===== config.mk =====
export PLATFORM = sky130hd
export DESIGN_NAME = pcm_mul
export DESIGN_NICKNAME = d
export VERILOG_FILES = /design/src/pcm_pkg.sv /design/src/pcm_mul.sv
export SDC_FILE = /design/constraint.sdc
export NUM_CORES = 2
export LEC_CHECK = 0
export ABC_AREA = 1
export BUFFER_PORTS_ARGS = -buffer_cell sky130_fd_sc_hd__buf_2
export CAP_MARGIN = 20
export CORE_MARGIN = 8
export CORE_UTILIZATION = 43
export DETAILED_ROUTE_END_ITERATION = 8
export MAX_ROUTING_LAYER = met4
export PLACE_DENSITY = 0.57
export SYNTH_ARGS = -nofsm -noshare
export SYNTH_HDL_FRONTEND = slang
export SYNTH_SLANG_ARGS = --single-unit

===== constraint.sdc =====
create_clock -name clk -period 13.5 [get_ports clk]
set_input_delay 0.675 -clock clk [delete_from_list [all_inputs] [get_ports clk]]
set_output_delay 0.675 -clock clk [all_outputs]
set_load 0.01 [all_outputs]

===== src/pcm_pkg.sv =====
package pcm_pkg;

	localparam int COORD_W       = 32;
	localparam int CFG_W         = 32;
	localparam int CFG_IDX_W     = 2;
	localparam int FRAC_BITS_DEF = 16;
	// re and im are held to this many signed bits
	localparam int WORK_BITS     = 48;
	localparam int DEN_W         = 2 * WORK_BITS;
	// one quotient bit above the 32-bit result range, for the clamp check
	localparam int QUO_BITS      = COORD_W + 1;
	localparam int MUL_CHUNK     = 32;
	localparam int MUL_LAT       = 4;

	localparam logic [CFG_IDX_W-1:0] CFG_LINEAR = 2'd0;
	localparam logic [CFG_IDX_W-1:0] CFG_SQUARE = 2'd1;
	localparam logic [CFG_IDX_W-1:0] CFG_AMOUNT = 2'd2;

	typedef struct packed {
		logic neg_x;
		logic neg_y;
		logic ovf_x;
		logic ovf_y;
		logic flag;
		logic dz;
	} div_side_t;

	typedef struct packed {
		logic [DEN_W-1:0]    rem_x;
		logic [DEN_W-1:0]    rem_y;
		logic [DEN_W-1:0]    den;
		logic [QUO_BITS-1:0] q_x;
		logic [QUO_BITS-1:0] q_y;
		logic [QUO_BITS-1:0] bits_x;
		logic [QUO_BITS-1:0] bits_y;
		div_side_t           side;
	} div_pl_t;

endpackage


===== src/pcm_mul.sv =====
module pcm_mul import pcm_pkg::*; #(
	parameter int A_W = 32,
	parameter int B_W = 32
) (
	input  logic                  clk,
	input  logic                  en,
	input  logic signed [A_W-1:0] a,
	input  logic signed [B_W-1:0] b,
	output logic signed [A_W+B_W-1:0] p
);

	localparam int NA = (A_W + MUL_CHUNK - 1) / MUL_CHUNK;
	localparam int NB = (B_W + MUL_CHUNK - 1) / MUL_CHUNK;
	localparam int AE = NA * MUL_CHUNK;
	localparam int BE = NB * MUL_CHUNK;
	localparam int SW = AE + BE;
	localparam int PW = A_W + B_W;

	logic [A_W-1:0]         mag_a;
	logic [B_W-1:0]         mag_b;
	logic [AE-1:0]          ma_s1;
	logic [BE-1:0]          mb_s1;
	logic                   neg_s1, neg_s2, neg_s3;
	logic [2*MUL_CHUNK-1:0] pp_s2 [NA*NB];
	logic [SW-1:0]          sum_c;
	logic [PW-1:0]          sum_s3;
	logic signed [PW-1:0]   p_s4;

	assign mag_a = a[A_W-1] ? A_W'(-a) : A_W'(a);
	assign mag_b = b[B_W-1] ? B_W'(-b) : B_W'(b);

	// shifted sum of the 32x32 partial products
	always_comb begin
		sum_c = '0;
		for (int i = 0; i < NA; i++) begin
			for (int j = 0; j < NB; j++) begin
				sum_c = sum_c + (SW'(pp_s2[i*NB+j]) << (MUL_CHUNK * (i + j)));
			end
		end
	end

	always_ff @(posedge clk) begin
		if (en) begin
			ma_s1  <= AE'(mag_a);
			mb_s1  <= BE'(mag_b);
			neg_s1 <= a[A_W-1] ^ b[B_W-1];
			for (int i = 0; i < NA; i++) begin
				for (int j = 0; j < NB; j++) begin
					pp_s2[i*NB+j] <= ma_s1[i*MUL_CHUNK +: MUL_CHUNK]
						* mb_s1[j*MUL_CHUNK +: MUL_CHUNK];
				end
			end
			neg_s2 <= neg_s1;
			sum_s3 <= sum_c[PW-1:0];
			neg_s3 <= neg_s2;
			p_s4   <= neg_s3 ? PW'(-sum_s3) : sum_s3;
		end
	end

	assign p = p_s4;

endmodule


==> results.json <==
{
  "gp_congestion": 0.9329,
  "drive_gt1_share_pct": 4.576,
  "tns_ns": 0,
  "synth-edff-count": 259,
  "hpwl_um": 109400,
  "clkTransAtPathRegs_ns": 0.09,
  "fin_skew_ns": 0.06173,
  "ios": 130,
  "cp_max_fo": 32,
  "period_needed_ns": 7.669,
  "multi_input_area_um2": 32120,
  "synth.yosys.seq_area_share_pct": 16.30,
  "fp.coreArea_um2": 110400,
  "worst_slew_pin_slew_ns": 0.8447,
  "required_ns": 13.86,
  "via_per_inst": 4.763,
  "met3_usage_pct": 1.781,
  "num_rows": 122,
  "regArea_um2": 7777,
  "status": "finished, final reports clean",
  "fin_crit_sh_pct": 56.81,
  "ant_nets": 0,
  "hold_path.class": "in -> reg",
  "first_pass_iters": 7,
  "use_met1_pct": 28.39,
  "ys_seq_elements": 259,
  "clk_latency_ns": 0.66,
  "busiest_layer": "met2",
  "drt_iter0_markers": 2446,
  "initial_core_util_pct": 43.23,
  "critPathLaunchType": "register",
  "synth.avg_cell_area_um2": 7.911,
  "fin_nets": 7280,
  "drc": 0,
  "routed-via-count": 36020,
  "worstPathArrival_ns": 8.02,
  "rsz0062_at_grt": "false",
  "root_buffer": "clkbuf_16",
  "grt_use_total_pct": 22.61,
  "die_x_um": 349.1,
  "grt_pass1_vias": 38120,
  "fillers": 11080,
  "maxCapViolCount": 0,
  "syn_inst": 6031,
  "ctsHoldBuffers": 0,
  "post_cts_buffers": 0,
  "yosys_warnings": 0,
  "cts_made_buffers": 30,
  "cts.sinks": 259,
  "finalSetupViolCount": 0,
  "drv_slew": 0,
  "synthesis.area_um2": 47710,
  "wl_um": 132300,
  "clock.fmax_mhz": 130.4,
  "mostFrequentLayoutCell": "inv_1",
  "grt_overflow": 0,
  "synth_fp_nets": 7259,
  "grt_max_degree": 76,
  "wl_per_cell_um": 17.50,
  "gr-usage-met2_pct": 39.25,
  "port_buffers": 129,
  "path_class": "reg -> reg",
  "grt_pass1_wl_um": 211200,
  "cts_resized": 0,
  "synthToLayoutAreaGrowth_pct": 6.792,
  "cts_tree": "yes",
  "htree_levels": 1,
  "async_reset_ff_share_pct": 0,
  "synth_cell_type_count": 36,
  "clockBufferDepth": 3,
  "antenna-diode-count": 0,
  "ys.flop_type": "edfxtp_1",
  "endpoint_kind": "register",
  "antenna_found_initial": 0,
  "layout_common_cells": "inv_1 (1,865), nand2_1 (1,796), fa_1 (896)",
  "dieArea_um2": 121900,
  "slew_headroom_pct": 43.69,
  "die-height_um": 349.1,
  "hold_violations": 0
}
[synthesized netlist by cell type (all sizes together), types with 5 or more instances]
library cell,instances,area (um2)
a31oi,5,31.28
nand4,49,306.5
nand3,122,623.1
xor2,108,945.9
nand2,1800,6766
a21oi,50,250.2
ha,266,3328
edfxtp,259,7777
o21bai,13,97.59
nor3,27,140.1
nor2,258,1036
fa,896,17940
inv,1870,7019
buf,6,30.03
o21ai,57,315.3
xnor2,26,227.7
clkbuf,202,758.2
[metal layers]
layer,vias to the layer above,wire (um)
li1,17080,-
met1,17800,55260
met2,933,66730
met3,212,5993
met4,0,4341
met5,-,0
[worst max-delay path, stage by stage (launching register included)]
cell      delay [ns]
edfxtp_1        0.33
buf_4           0.43
nand2_1         0.10
inv_1           0.10
fa_1            0.43
fa_1            0.56
inv_1           0.07
fa_1            0.46
fa_1            0.55
inv_1           0.06
fa_1            0.60
fa_1            0.44
fa_1            0.52
inv_1           0.07
fa_1            0.47
inv_1           0.04
ha_1            0.40
nand2_1         0.13
inv_2           0.08
nand2_1         0.13
nor2_2          0.23
nand2_1         0.16
nor4_1          0.49
nand2_1         0.28
nand3_1         0.13
nand2_1         0.06
[path summary, 6_finish.rpt]
kind	slack, ns	cells past startpoint	startpoint	to
worst min-delay path	0.24	1	b[0]	mb_s1[0]
worst max register to register	5.83	25	ma_s1[26]	pp_s2[0][62]
worst min register to register	0.42	0	pp_s2[0][7]	sum_s3[7]
worst max-delay path	5.83	25	ma_s1[26]	pp_s2[0][62]
[state kept, by name (all words and copies together), names as in the netlist]
| name | flops |
|---|---|
| pp_s2 | 64 |
| neg_s3 | 1 |
| neg_s2 | 1 |
| p | 64 |
| sum_s3 | 64 |
| ma_s1 | 32 |
| neg_s1 | 1 |
| mb_s1 | 32 |
[through the flow]
step	instances	setup WS [ns]	hold slack [ns]	utilization, %	cell area, um2
6_report	7563	5.831	0.2359	46.17	50950
5_1_grt	7563	5.469	0.2154	46.17	50950
4_1_cts	7563	5.791	0.1901	46.17	50950
3_5_place_dp	7508	5.855	0.4045	45.26	49950
3_3_place_gp	7508	5.846	0.4007	45.26	49950
2_1_floorplan	6031	7.226	0.4003	-	47710
[cell type report]
class,instances,area share (%)
clock inverters,23,0.4764
inverters,1870,13.78
multi-input cells,3694,63.05
well taps,1488,3.654
clock buffers,32,1.488
repair buffers,197,2.289
flip-flops and latches,259,15.26
[logic make-up (layout without fill, tap and decap cells)]
logic type	Yosys count	after routing	synth area share [%]
AO/OA/AOI/OAI	132	132	1.568
flip-flops	259	259	16.30
buffers and inverters	2078	2122	16.36
XOR/XNOR	134	134	2.460
adder cells (fa/ha/maj)	1162	1162	44.57
AND/OR/NAND/NOR	2266	2266	18.73
Power is left out: the tool's default activity adds up to more than one toggle a clock period on the data nets, which glitch-free logic cannot reach.
