--- src/pcm_pkg.sv ---
package pcm_pkg;

	localparam int COORD_W       = 32;
	localparam int CFG_W         = 32;
	localparam int CFG_IDX_W     = 2;
	localparam int FRAC_BITS_DEF = 16;
	// re and im are held to this many signed bits
	localparam int WORK_BITS     = 48;
	localparam int DEN_W         = 2 * WORK_BITS;
	// one quotient bit above the 32-bit result range, for the clamp check
	localparam int QUO_BITS      = COORD_W + 1;
	localparam int MUL_CHUNK     = 32;
	localparam int MUL_LAT       = 4;

	localparam logic [CFG_IDX_W-1:0] CFG_LINEAR = 2'd0;
	localparam logic [CFG_IDX_W-1:0] CFG_SQUARE = 2'd1;
	localparam logic [CFG_IDX_W-1:0] CFG_AMOUNT = 2'd2;

	typedef struct packed {
		logic neg_x;
		logic neg_y;
		logic ovf_x;
		logic ovf_y;
		logic flag;
		logic dz;
	} div_side_t;

	typedef struct packed {
		logic [DEN_W-1:0]    rem_x;
		logic [DEN_W-1:0]    rem_y;
		logic [DEN_W-1:0]    den;
		logic [QUO_BITS-1:0] q_x;
		logic [QUO_BITS-1:0] q_y;
		logic [QUO_BITS-1:0] bits_x;
		logic [QUO_BITS-1:0] bits_y;
		div_side_t           side;
	} div_pl_t;

endpackage

--- src/pcm_div_cell.sv ---
module pcm_div_cell import pcm_pkg::*; (
	input  logic    clk,
	input  logic    en,
	input  div_pl_t d,
	output div_pl_t q
);

	div_pl_t          nxt_c;
	div_pl_t          q_s1;
	logic [DEN_W:0]   tx_c, ty_c, dw_c;

	// one restoring step per lane
	always_comb begin
		nxt_c = d;
		dw_c  = {1'b0, d.den};
		tx_c  = {d.rem_x, d.bits_x[QUO_BITS-1]};
		ty_c  = {d.rem_y, d.bits_y[QUO_BITS-1]};
		if (tx_c >= dw_c) begin
			nxt_c.rem_x = DEN_W'(tx_c - dw_c);
			nxt_c.q_x   = {d.q_x[QUO_BITS-2:0], 1'b1};
		end else begin
			nxt_c.rem_x = tx_c[DEN_W-1:0];
			nxt_c.q_x   = {d.q_x[QUO_BITS-2:0], 1'b0};
		end
		if (ty_c >= dw_c) begin
			nxt_c.rem_y = DEN_W'(ty_c - dw_c);
			nxt_c.q_y   = {d.q_y[QUO_BITS-2:0], 1'b1};
		end else begin
			nxt_c.rem_y = ty_c[DEN_W-1:0];
			nxt_c.q_y   = {d.q_y[QUO_BITS-2:0], 1'b0};
		end
		nxt_c.bits_x = {d.bits_x[QUO_BITS-2:0], 1'b0};
		nxt_c.bits_y = {d.bits_y[QUO_BITS-2:0], 1'b0};
	end

	always_ff @(posedge clk) begin
		if (en) begin
			q_s1 <= nxt_c;
		end
	end

	assign q = q_s1;

endmodule

--- config.mk ---
export PLATFORM = sky130hd
export DESIGN_NAME = pcm_div_cell
export DESIGN_NICKNAME = d
export VERILOG_FILES = /design/src/pcm_pkg.sv /design/src/pcm_div_cell.sv
export SDC_FILE = /design/constraint.sdc
export NUM_CORES = 1
export LEC_CHECK = 0
export BUFFER_PORTS_ARGS = -buffer_cell sky130_fd_sc_hd__buf_2
export CAP_MARGIN = 20
export CORE_AREA = 3 3 335 337
export CTS_CLUSTER_SIZE = 40
export DETAILED_ROUTE_END_ITERATION = 8
export DIE_AREA = 0 0 338 340
export PLACE_DENSITY = 0.52
export SLEW_MARGIN = 20
export SYNTH_ARGS = -nofsm -noshare
export SYNTH_HDL_FRONTEND = slang
export SYNTH_SLANG_ARGS = --single-unit
export TNS_END_PERCENT = 10
--- constraint.sdc ---
create_clock -name clk -period 4 [get_ports clk]
set_input_delay 0.8 -clock clk [delete_from_list [all_inputs] [get_ports clk]]
set_output_delay 0.8 -clock clk [all_outputs]
set_load 0.05 [all_outputs]
==> results of run 1 <==
## area by class of cell
cell class / instances / area [um2] / area share (%)
multi-input combinational: 2008 / 13800 / 33.3
antenna: 23 / 57.6 / 0.139
timing repair buffer: 1659 / 10500 / 25.4
sequential: 424 / 12700 / 30.8
inverter: 165 / 624 / 1.51
clock buffer: 59 / 1390 / 3.36
clock inverter: 39 / 415 / 1.00
tap: 1476 / 1850 / 4.46
## metal layers
metal / up-vias / routed length (um)
met1: 12889 / 53900
met4: 42 / 2260
met3: 147 / 10300
li1: 13364 / -
met5: - / 285
met2: 826 / 66100
## where the power goes
group          total (mW)  internal (mW)  switching, mW
registers            5.71           5.55          0.166
logic                6.57           2.26           4.31
clock network        5.09           2.96           2.12
total                17.4           10.8           6.60
## worst max-delay path: cells and delay by family
| family | cells | cell delay, ns |
|---|---|---|
| buffers and inverters | 6 | 0.77 |
| adder cells (fa/ha/maj) | 2 | 0.62 |
| AND/OR/NAND/NOR | 2 | 0.19 |
| AO/OA/AOI/OAI | 9 | 1.99 |
## cell families after synthesis
group | Yosys count | synth area share [%]
muxes | 83 | 3.39
DFF | 424 | 46.5
xor gates and xnor gates | 166 | 5.30
adders and majority gates | 194 | 8.91
buffers and inverters | 285 | 4.20
other | 1 | 0.0137
and+or+nand+nor | 704 | 12.0
AOI/OAI and AO/OA | 859 | 19.7
## timing repair
item / in CTS / in global routing
pin swaps: 5 / 10
resized for setup: 15 / 43
setup endpoints to repair: 30 / 92
gates cloned: 0 / 1
setup buffers: 0 / 1
## cells in the final DEF, fill, tap and decap left out, drive strengths merged, types with 94 or more instances in the layout
cell type	netlist	routed
a21o	94	94
buf	43	1658
inv	164	166
edfxtp	424	424
a21oi	280	280
nand2	282	282
nor2	140	140
ha	192	192
xnor2	108	108
o21ai	219	219
## path summary, 6_finish.rpt
kind  startpoint     end  slack (ns)  cells past startpoint
max        d[71]  q[414]        0.07                     19
min       d[113]  q[114]        0.32                      1
==> flow_summary.toml, run 1 <==
[outcome]
status = "complete, no violations"

[global_routing]
globalRouteOverflowTotal = 0
met2_usage_pct = 39.2
grtUsageMet3_pct = 5.90
antenna_found_initial = 44
grt_pass1_vias = 27404
gr-usage-met1_pct = 26.5
grt_use_total_pct = 22.0
grt_pass1_wl_um = 185000
grt_max_degree = 82
grt-busiest-layer = "met2"

[placed_design]
dp_slack_ns = -1.17
dp_hpwl_um = 113000
place_area_um2 = 39200
gp_congestion = 0.910
place_inst = 5730
port_buffers = 849

[die]
row_count = 121
dieHeight_um = 340
num_io_pins = 854
die_width_um = 338
start_util_pct = 25.1
core_um2 = 109000
design.die.area_um2 = 115000

[setup_path]
cpMostUsedCell = "buf_4"
crit_arrival_ns = 4.38
start_kind = "primary input"
cp_slowest_stage_delay_ns = 0.43
cp.required_ns = 4.45
crit_type = "primary input to flip-flop"
crit_chain = "buf_2 > inv_1 > ha_1 > fa_2 > nor2b_4 > o21bai_2 > a2111oi_4 > o21ai_2 > a21oi_2 > buf_4 > o2111ai_4 > buf_4 > a211oi_2 > buf_4 > o211ai_1 > a21oi_2 > buf_4 > nor3_1 > o31ai_1"
cp_slowest_cell = "a2111oi_4"
cp_max_fo = 4
cp-end-kind = "flip-flop"

[sta]
hold_ws_ns = 0.317
worst_pin_slew_ns = 0.790
relSlewSlack_pct = 46.8
final.setup.worst_slack_ns = 0.0657
rsz0062_at_grt = "true"
finalHoldViolations = 0
slew_viol_final = 0
fin_crit_ns = 3.93
clock.fmax_ghz = 0.254
fin_crit_sh_pct = 98.4
fin_setup_tns_ns = 0
final-setup-viol-count = 0

[clock_network]
cts_hold_buf = 0
htreeDepth = 2
cts_made_buffers = 55
clkSinkCount = 424
cts_buffer_depth = 3
clk_pin_slew_ns = 0.06
cts_tree = "done"
root_buffer = "clkbuf_16"

[cells_and_area]
final_cells = 5853
drive_gt1_share_pct = 42.1
syn2layout_area_growth_pct = 51.0
postLayoutCellArea_um2 = 41400
num-fill-cells = 11193
final_nets = 4935
largest_reg_flops = 424
finish.utilization_pct = 37.9

[routing]
postRouteAntennaNets = 0
via_per_inst = 4.66
drt_first_iter_violations = 1608
dr.pass1.iters = 5
routed_wl_um = 133000
num_vias = 27268
drc = 0
wl_per_cell_um = 22.7

[yosys]
synthTopCellsByCount = "424 x edfxtp_1, 282 x nand2_1, 279 x a21oi_1"
ys_ff_latch = 424
yosys.area.top_type = "edfxtp_1"
synth_top_area_share_pct = 46.5
synth_async_sr_flop_share_pct = 0
synth_ff_type = "edfxtp_1"
synth_area_leaders = "edfxtp_1 46%, ha_1 8.8%, a21oi_1 5.1%"
synth.distinct_cells = 86
synthMostInstantiatedCell = "edfxtp_1"
syn_avg_cell_area_um2 = 10.1
synth_edf_count = 424
synth_cells = 2716
ys_warn_count = 0
syn_area_um2 = 27400
yosysSeqAreaShare_pct = 46.5

[pwr]
irDropWorstVdd_uv = 306
power.density_nw_per_um2 = 420
power_mw = 17.4
leakage_nw = 18.7

[hold_path]
hold_path_class = "primary input to flip-flop"

[job]
max_cap_violations = 0
No activity file was read; power rests on OpenSTA's default activity.
==> run 2, diff against run 1 <==
Settings changed: CORE_AREA 3 3 335 337 to 3 3 332 334, CTS_BUF_LIST set to sky130_fd_sc_hd__clkbuf_8, DIE_AREA 0 0 338 340 to 0 0 335 337, PLACE_DENSITY 0.52 to 0.53.
==> run 2 against run 1 <==
Compared with the run above: highest routed layer unchanged; fmax grew 3.0%; flip-flop and latch count stayed put; clock power shrank 12%; critical path depth down 1; die area shrank 1.8%; power fell by 3.3%; utilization up 0.36 points; routed wire length increased by 0.74%; via count grew 0.51%; sequential share of layout area is 0.27 points higher; first-iteration DRC count rose by 3.3%; design area shrank 0.87%.
==> flow_summary.toml, run 2 (synthesized netlist as in run 1, its figures left out) <==
[clock_network]
clk_pin_slew_ns = 0.06
cts_buffer_depth = 3
clkSinkCount = 424
htreeDepth = 3
cts_tree = "done"
cts_made_buffers = 86
root_buffer = "clkbuf_8"
cts_hold_buf = 0

[routing]
postRouteAntennaNets = 0
routed_wl_um = 134000
dr.pass1.iters = 6
via_per_inst = 4.70
wl_per_cell_um = 22.9
num_vias = 27408
drt_first_iter_violations = 1661
drc = 0

[global_routing]
antenna_found_initial = 55
grt_use_total_pct = 22.8
grt_pass1_vias = 27604
grt_max_degree = 98
globalRouteOverflowTotal = 0
grt_pass1_wl_um = 187000

[die]
num_io_pins = 854
core_um2 = 107000
die_width_um = 335
design.die.area_um2 = 113000
start_util_pct = 25.6
dieHeight_um = 337
row_count = 120

[hold_path]
hold_path_class = "primary input to flip-flop"
hold_end = "q[23]"
hp-start = "d[22]"
hold_depth = 1

[placed_design]
gp_congestion = 0.905
place_area_um2 = 39200
port_buffers = 849
place_inst = 5656
dp_hpwl_um = 114000

[sta]
fin_crit_sh_pct = 95.5
slew_viol_final = 0
rsz0062_at_grt = "true"
relSlewSlack_pct = 54.0
fin_crit_ns = 3.82
worst_pin_slew_ns = 0.683
finalHoldViolations = 0
fin_setup_tns_ns = 0
clock.fmax_ghz = 0.262
final-setup-viol-count = 0

[cells_and_area]
postLayoutCellArea_um2 = 41000
largest_reg_flops = 424
layout_common_cells = "848 x buf_2, 788 x buf_4, 424 x edfxtp_1"
final_nets = 4964
syn2layout_area_growth_pct = 49.7
final_cells = 5837
drive_gt1_share_pct = 41.7
final_common_cell = "buf_2"

[setup_path]
cpMostUsedCell = "buf_4"
cp_top_family = "compound AO/OA/AOI/OAI gates"
cp.required_ns = 4.49
cp_slowest_cell = "a211o_1"
cp-end-kind = "flip-flop"
crit_type = "primary input to flip-flop"
cp_max_fo = 5
crit_chain = "buf_2 > inv_1 > ha_1 > fa_1 > nand2b_1 > a21o_1 > a211oi_2 > buf_4 > o31ai_2 > a21oi_1 > buf_4 > nand4_1 > a211o_1 > a211oi_2 > buf_4 > o21bai_1 > a221o_1 > o211a_1"
crit_arrival_ns = 4.31
cp_slowest_stage_delay_ns = 0.42
critPathBufInv = 5
start_kind = "primary input"

[outcome]
status = "complete, no violations"

[job]
max_cap_violations = 0

[pwr]
irDropWorstVdd_uv = 247
power.density_nw_per_um2 = 409
leakage_nw = 18.7
-- run 2: stage by stage --
stage	utilization (%)	hold slack [ns]	total power [mW]	setup slack [ns]
after floorplan	-	0.899	9.56	0.135
after global placement	36.6	0.977	12.4	-0.768
after detailed placement	36.6	0.978	12.4	-0.834
after CTS	38.1	0.133	17.0	0.0726
after global routing	38.2	0.180	17.7	-0.0197
final	38.3	0.227	16.8	0.181
-- run 2: area by class of cell --
cell class / instances / area [um2]
antenna: 25 / 62.6
clock buffer: 86 / 1180
clock inverter: 69 / 472
fill: 11093 / 66200
inverter: 165 / 622
multi-input combinational: 2008 / 13600
sequential: 424 / 12700
tap: 1403 / 1760
timing repair buffer: 1657 / 10600
-- run 2: worst max path at each step --
stage                 from     end  cells past startpoint
floorplan            d[38]  q[320]                     14
global placement     d[71]  q[424]                     18
detailed placement   d[71]  q[424]                     18
CTS                  d[71]  q[424]                     18
global route        d[143]  q[326]                     17
finish               d[38]  q[320]                     18
-- run 2: per-layer routing --
metal	part of all wire [%]	track usage, %	vias up
met3	7.6	6.38	186
met5	0.22	0	-
met2	49	39.5	880
li1	-	-	13427
met4	2.9	7.96	46
met1	40	27.0	12869
-- run 2: what timing repair did --
item / in CTS / in global routing
gates resized for setup: 1 / 20
endpoints found under the hold margin: 0 / 0
pin swaps: 0 / 8
buffers inserted: 0 / 1
endpoints found under the setup margin: 1 / 87
-- run 2: power breakdown --
group          switching (mW)  leakage (nW)  internal, mW
registers               0.173          4.15          5.55
logic                    4.29          13.6          2.28
clock network            2.20         0.904          2.30
